===== config.mk =====
export PLATFORM = sky130hd
export DESIGN_NAME = pfb_ctrl
export DESIGN_NICKNAME = d
export VERILOG_FILES = /design/src/design/pfb_pkg.sv /design/src/design/pfb_ctrl.sv
export SDC_FILE = /design/constraint.sdc
export NUM_CORES = 1
export LEC_CHECK = 0
export ABC_AREA = 1
export BUFFER_PORTS_ARGS = -buffer_cell sky130_fd_sc_hd__clkbuf_2
export CAP_MARGIN = 40
export CORE_AREA = 2 2 39 41
export DETAILED_ROUTE_END_ITERATION = 12
export DIE_AREA = 0 0 41 43
export PLACE_DENSITY = 0.42
export SLEW_MARGIN = 20
export SYNTH_ARGS = -nofsm -noshare
export SYNTH_HDL_FRONTEND = slang
export SYNTH_SLANG_ARGS = --single-unit

===== constraint.sdc =====
create_clock -name clock -period 1.3 [get_ports clock]
set_input_delay 0.26 -clock clock [delete_from_list [all_inputs] [get_ports clock]]
set_output_delay 0.26 -clock clock [all_outputs]
set_load 0.05 [all_outputs]

===== src/design/pfb_pkg.sv =====
package pfb_pkg;

   // Storage size and fixed field widths
   localparam int unsigned BUFFER_BYTES_DEFAULT = 1024;
   localparam int unsigned COUNT_W = 11;
   localparam int unsigned OFFSET_W = 10;
   localparam int unsigned VALUE_W = 64;
   localparam int unsigned BANKS = 8;
   localparam logic [COUNT_W-1:0] CAPACITY_RESET = 11'd1024;

   // Operation codes; code 7 is unused and answers with an error
   typedef enum logic [2:0] {
      MODE_APPEND = 3'd0,
      MODE_TAKE   = 3'd1,
      MODE_GET    = 3'd2,
      MODE_SET    = 3'd3,
      MODE_SKIP   = 3'd4,
      MODE_TO_END = 3'd5,
      MODE_RESET  = 3'd6
   } mode_type;

   typedef enum logic [1:0] {
      ST_IDLE,
      ST_CHECK,
      ST_ACCESS,
      ST_REPLY
   } ctrl_state_type;

   typedef struct packed {
      logic [2:0]          mode;
      logic [1:0]          access_width;
      logic                big_endian;
      logic [OFFSET_W-1:0] field_offset;
      logic [COUNT_W-1:0]  skip_length;
      logic [VALUE_W-1:0]  write_value;
   } req_payload_type;

   typedef struct packed {
      logic [VALUE_W-1:0] read_value;
      logic               status;
      logic [COUNT_W-1:0] fill_level;
      logic [COUNT_W-1:0] cursor_position;
   } rsp_payload_type;

   // Controller to datapath commands
   typedef struct packed {
      logic load_op;
      logic check;
      logic access;
      logic reply;
   } cmd_type;

   // Datapath to controller status
   typedef struct packed {
      logic out_free;
   } stat_type;

endpackage


===== src/design/pfb_ctrl.sv =====
module pfb_ctrl (
   input  logic               clock,
   input  logic               reset,
   input  logic               req_valid,
   output logic               req_ready,
   input  pfb_pkg::stat_type  stat,
   output pfb_pkg::cmd_type   cmd
);

   pfb_pkg::ctrl_state_type state_ff;
   pfb_pkg::ctrl_state_type state_in;

   // Hold the sequencer state
   always_ff @(posedge clock) begin
      if (reset) begin
         state_ff <= pfb_pkg::ST_IDLE;
      end else begin
         state_ff <= state_in;
      end
   end

   // Advance one step per cycle; wait for the result register to free up
   always_comb begin
      state_in  = state_ff;
      cmd       = '0;
      req_ready = 1'b0;
      unique case (state_ff)
         pfb_pkg::ST_IDLE: begin
            // refuse transactions while reset is held so none is dropped
            req_ready = !reset;
            if (req_valid && !reset) begin
               cmd.load_op = 1'b1;
               state_in    = pfb_pkg::ST_CHECK;
            end
         end
         pfb_pkg::ST_CHECK: begin
            cmd.check = 1'b1;
            state_in  = pfb_pkg::ST_ACCESS;
         end
         pfb_pkg::ST_ACCESS: begin
            cmd.access = 1'b1;
            state_in   = pfb_pkg::ST_REPLY;
         end
         pfb_pkg::ST_REPLY: begin
            if (stat.out_free) begin
               cmd.reply = 1'b1;
               state_in  = pfb_pkg::ST_IDLE;
            end
         end
         default: begin
            state_in = pfb_pkg::ST_IDLE;
         end
      endcase
   end

   a_check_then_access: assert property (@(posedge clock) disable iff (reset)
      state_ff == pfb_pkg::ST_CHECK |=> state_ff == pfb_pkg::ST_ACCESS)
      else $error("bound check not followed by bank access");

   a_access_then_reply: assert property (@(posedge clock) disable iff (reset)
      state_ff == pfb_pkg::ST_ACCESS |=> state_ff == pfb_pkg::ST_REPLY)
      else $error("bank access not followed by reply");

   a_accept_starts_check: assert property (@(posedge clock) disable iff (reset)
      req_valid && req_ready |=> state_ff == pfb_pkg::ST_CHECK)
      else $error("accepted transaction did not start a bound check");

endmodule


[Yosys cells after proc, flatten, opt, wreduce, memory -nomap -nowiden]
Index checks and enable logic that the tools add are counted.
Cells by class
  equal/unequal tests: 5
  mux-type cells: 10
  reductions and logical operators: 4
Operators by type and width (number)
  2-bit one-hot mux with 4 select lines: 1
  1-bit two-way mux: 7
  2-bit equality test, second input constant: 2
  2-bit two-way mux: 2
  2-bit != test, second input constant: 2
  2-bit by 1-bit equality test with 1-bit output, second input constant: 1
  2-bit logical NOT: 1
  2-bit AND reduction: 1
  1-bit logical AND: 1
  1-bit logical NOT: 1
Storage, ports and cells
  flip-flop bits (word level): 2
  input bits: 4
  output and inout port bits: 5
  logic and storage cells: 20

[Depth between registers and ports, before layout]
  word-level depth: 4
  mapped depth: 6
  gate-level depth less buffers: 6

[Worst setup path after synthesis]
OpenSTA, ideal clock, no wires.
  path kind: reg2out
  from: register state_ff[0]
  to: output port cmd[3] (netlist name)
  data arrival time: 1295 ps
  required time: 1040 ps
  slack: -255 ps
  cell stages (with the launch flop): 5
  path buffers: 0
  cells stage by stage: dfxtp_1 -> inv_1 -> ha_1 -> inv_1 -> nor2_1
RTL lines
  start, declared: line pfb_ctrl.sv:10  | pfb_pkg::ctrl_state_type state_ff;
  start signal, assigned: line pfb_ctrl.sv:16  | state_ff <= pfb_pkg::ST_IDLE;
  start signal, assigned: line pfb_ctrl.sv:18  | state_ff <= state_in;
  end, declared: line pfb_ctrl.sv:7  | output pfb_pkg::cmd_type cmd

==> metrics.md <==
| Metric | Value |
|---|---|
| Status | `complete, but fails checks` |
| Failing checks | `negative setup slack` |
| Setup WS pre-CTS | `0.0596 ns` |
| Cells after synthesis | `29` |
| Vias per cell | `3.70` |
| Placer Congestion | `0.725` |
| Fill cells | `145` |
| Post-route insts no fill | `63` |
| DRT antenna net count | `0` |
| Seq/Total Area, Yosys | `19.8%` |
| Clk buf depth | `2` |
| Biggest register | `state_ff` |
| Clock slew at reported path FFs | `0.03 ns` |
| Critical Path AT | `1.05 ns` |
| Hold buffers post-CTS | `0` |
| Clock Skew | `0.00790 ns` |
| Synth top area share | `30.9%` |
| FF+latch count, synth | `2` |
| Post-layout nets | `58` |
| Area after DPL | `313 µm²` |
| Die height | `43 µm` |
| TritonCTS Buffers | `3` |
| Final hold vios | `0` |
| GR Overflow Total | `0` |
| PnR worst setup slack | `-0.0107 ns` |
| Peak VDD IR | `772 µV` |
| Setup violators final | `3` |
| Placed insts | `59` |
| DR DRC count | `0` |
| Detailed placer's ending HPWL | `365 µm` |
| Ys async rst share | `0%` |
| EDFF count, synth | `0` |
| TritonRoute pass-1 iters | `3` |
| Tcrit/Tclk final | `101%` |
| Initial antenna violation count | `0` |
| Synth warnings | `0` |
| Total track usage | `7.80%` |
| Worst Path Max Fanout | `3` |
| Max H-tree Level | `1` |
| Worst slew pin tran | `0.116 ns` |
| Startpoint types | `flip-flop` |
| Initial core utilization | `14.6%` |
| Routed via count | `233` |
| Routed WL per cell | `7.71 µm` |
| Initial DRC count | `2` |
| Unique masters post-synth | `10` |
| Primary FF master, synth | `dfxtp_1` |
| Commonest cells in the netlist | `6 x inv_1, 5 x ha_1, 5 x nor2_1` |
| Leak Pwr | `0.234 nW` |
| Die area | `1760 µm²` |
| Max reg flops | `2` |
| Fin Hold WS | `0.346 ns` |
| Final wirelength | `486 µm` |
| CTS tree | `done` |
| Pins Over Slew Limit | `0` |
| Synth Cell Area | `203 µm²` |
| Biggest regs | `state_ff x2` |
| Die Wd | `41 µm` |
| RSZ-0062 raised after global routing | `true` |
| Syn_nets | `38` |
| Top Ports | `9` |
| Footprint of the multi-input gates | `189 µm²` |
| Period minus WS final | `1.31 ns` |
| Clock Sinks | `2` |
| Avg Cell Area, Syn | `6.99 µm²` |
| # diodes | `0` |
| Worst skew pair latency | `0.23 ns` |
| Vias in the first global route | `219` |
| Root Buffer | `clkbuf_4` |
| # port buffers | `8` |
| Fmax | `0.763 GHz` |
| Largest cells by area after synthesis | `ha_1 31%, dfxtp_1 20%, inv_1 11%` |
| CP endpoint kind | `primary output` |
| First-pass GRT wire length | `862 µm` |
| Core ar. | `1380 µm²` |
| Row cnt | `14` |
| Fin area | `463 µm²` |
| Max cap viols | `0` |
| FF+latch area | `42.5 µm²` |
| Share of cells above drive strength 1 | `68.1%` |
| PD cells | `2260 nW/µm²` |
| Largest net degree at the start of global routing | `5` |
| Rel. slew slack | `92.2%` |
| Critical Path RT | `1.04 ns` |
| Worst hold path type | `in -> reg` |
| Count leader, synth | `inv_1` |
| Area growth syn-to-layout | `128%` |
| Setup CP Type | `reg -> out` |
| Synth area leader | `ha_1` |
==> cell families after synthesis <==
logic type,after synthesis,synth area share (%)
compound gates,2,4.94
fa+ha+maj,5,30.9
buf+inv,7,13.0
flops,2,19.8
simple gates,13,31.5
==> power by group <==
group	internal, W	switching [W]
logic	0.000384	0.000408
clock network	0.000102	0.0000387
registers	0.0000924	0.0000226
total	0.000578	0.000470
==> final timing paths <==
check / from / to / slack, ns / cells after the start
max reg2reg: state_ff[1] / state_ff[0] / 0.09 / 8
min: reset / state_ff[0] / 0.35 / 4
max: state_ff[0] / cmd[1] / -0.01 / 4
min reg2reg: state_ff[0] / state_ff[0] / 0.64 / 3
==> worst max-delay path, stage by stage, from the launching register on <==
cell and delay, ns:
dfxtp_2 0.34, inv_2 0.05, buf_6 0.11, ha_4 0.15
clkbuf_16 0.16
==> cells in the final DEF, fill, tap and decap left out <==
master	instances
nand2_4	1
ha_1	2
ha_4	3
nand2_2	2
dfxtp_2	2
nand2_1	3
nor2_4	2
buf_6	2
nor2_1	3
inv_1	3
clkbuf_2	3
buf_4	5
a21oi_1	2
inv_4	1
nand3_1	2
inv_2	3
clkbuf_4	3
clkbuf_16	1
buf_8	4
==> final cells by class <==
cell class / instances / area share (%)
Tap cell: 16 / 4.32
Multi-Input combinational cell: 20 / 40.8
Clock buffer: 3 / 4.86
Sequential cell: 2 / 9.19
Inverter: 7 / 6.22
Timing Repair Buffer: 15 / 34.6
==> per-stage QoR <==
stage,TNS (ns),total power [W],utilization [%]
2_1_floorplan,-0.0739,0.000468,-
3_3_place_gp,0,0.000632,22.6
3_5_place_dp,0,0.000636,22.6
4_1_cts,-0.128,0.000976,31.4
5_1_grt,-0.219,0.00113,33.5
6_report,-0.0201,0.00105,33.5
==> routing by layer <==
layer	wire, µm	vias up	GRT usage [%]
met2	271	3	10.6
met3	13	0	4.71
met1	201	105	7.30
met4	0	0	8.00
met5	0	-	0
li1	-	125	-
==> repair_timing <==
item / CTS / global route
setup endpoints to repair: 5 / 5
resized for setup: 23 / 8
setup buffers: 0 / 1
pin swaps: 3 / 0
(Power assumes the default switching activity.)
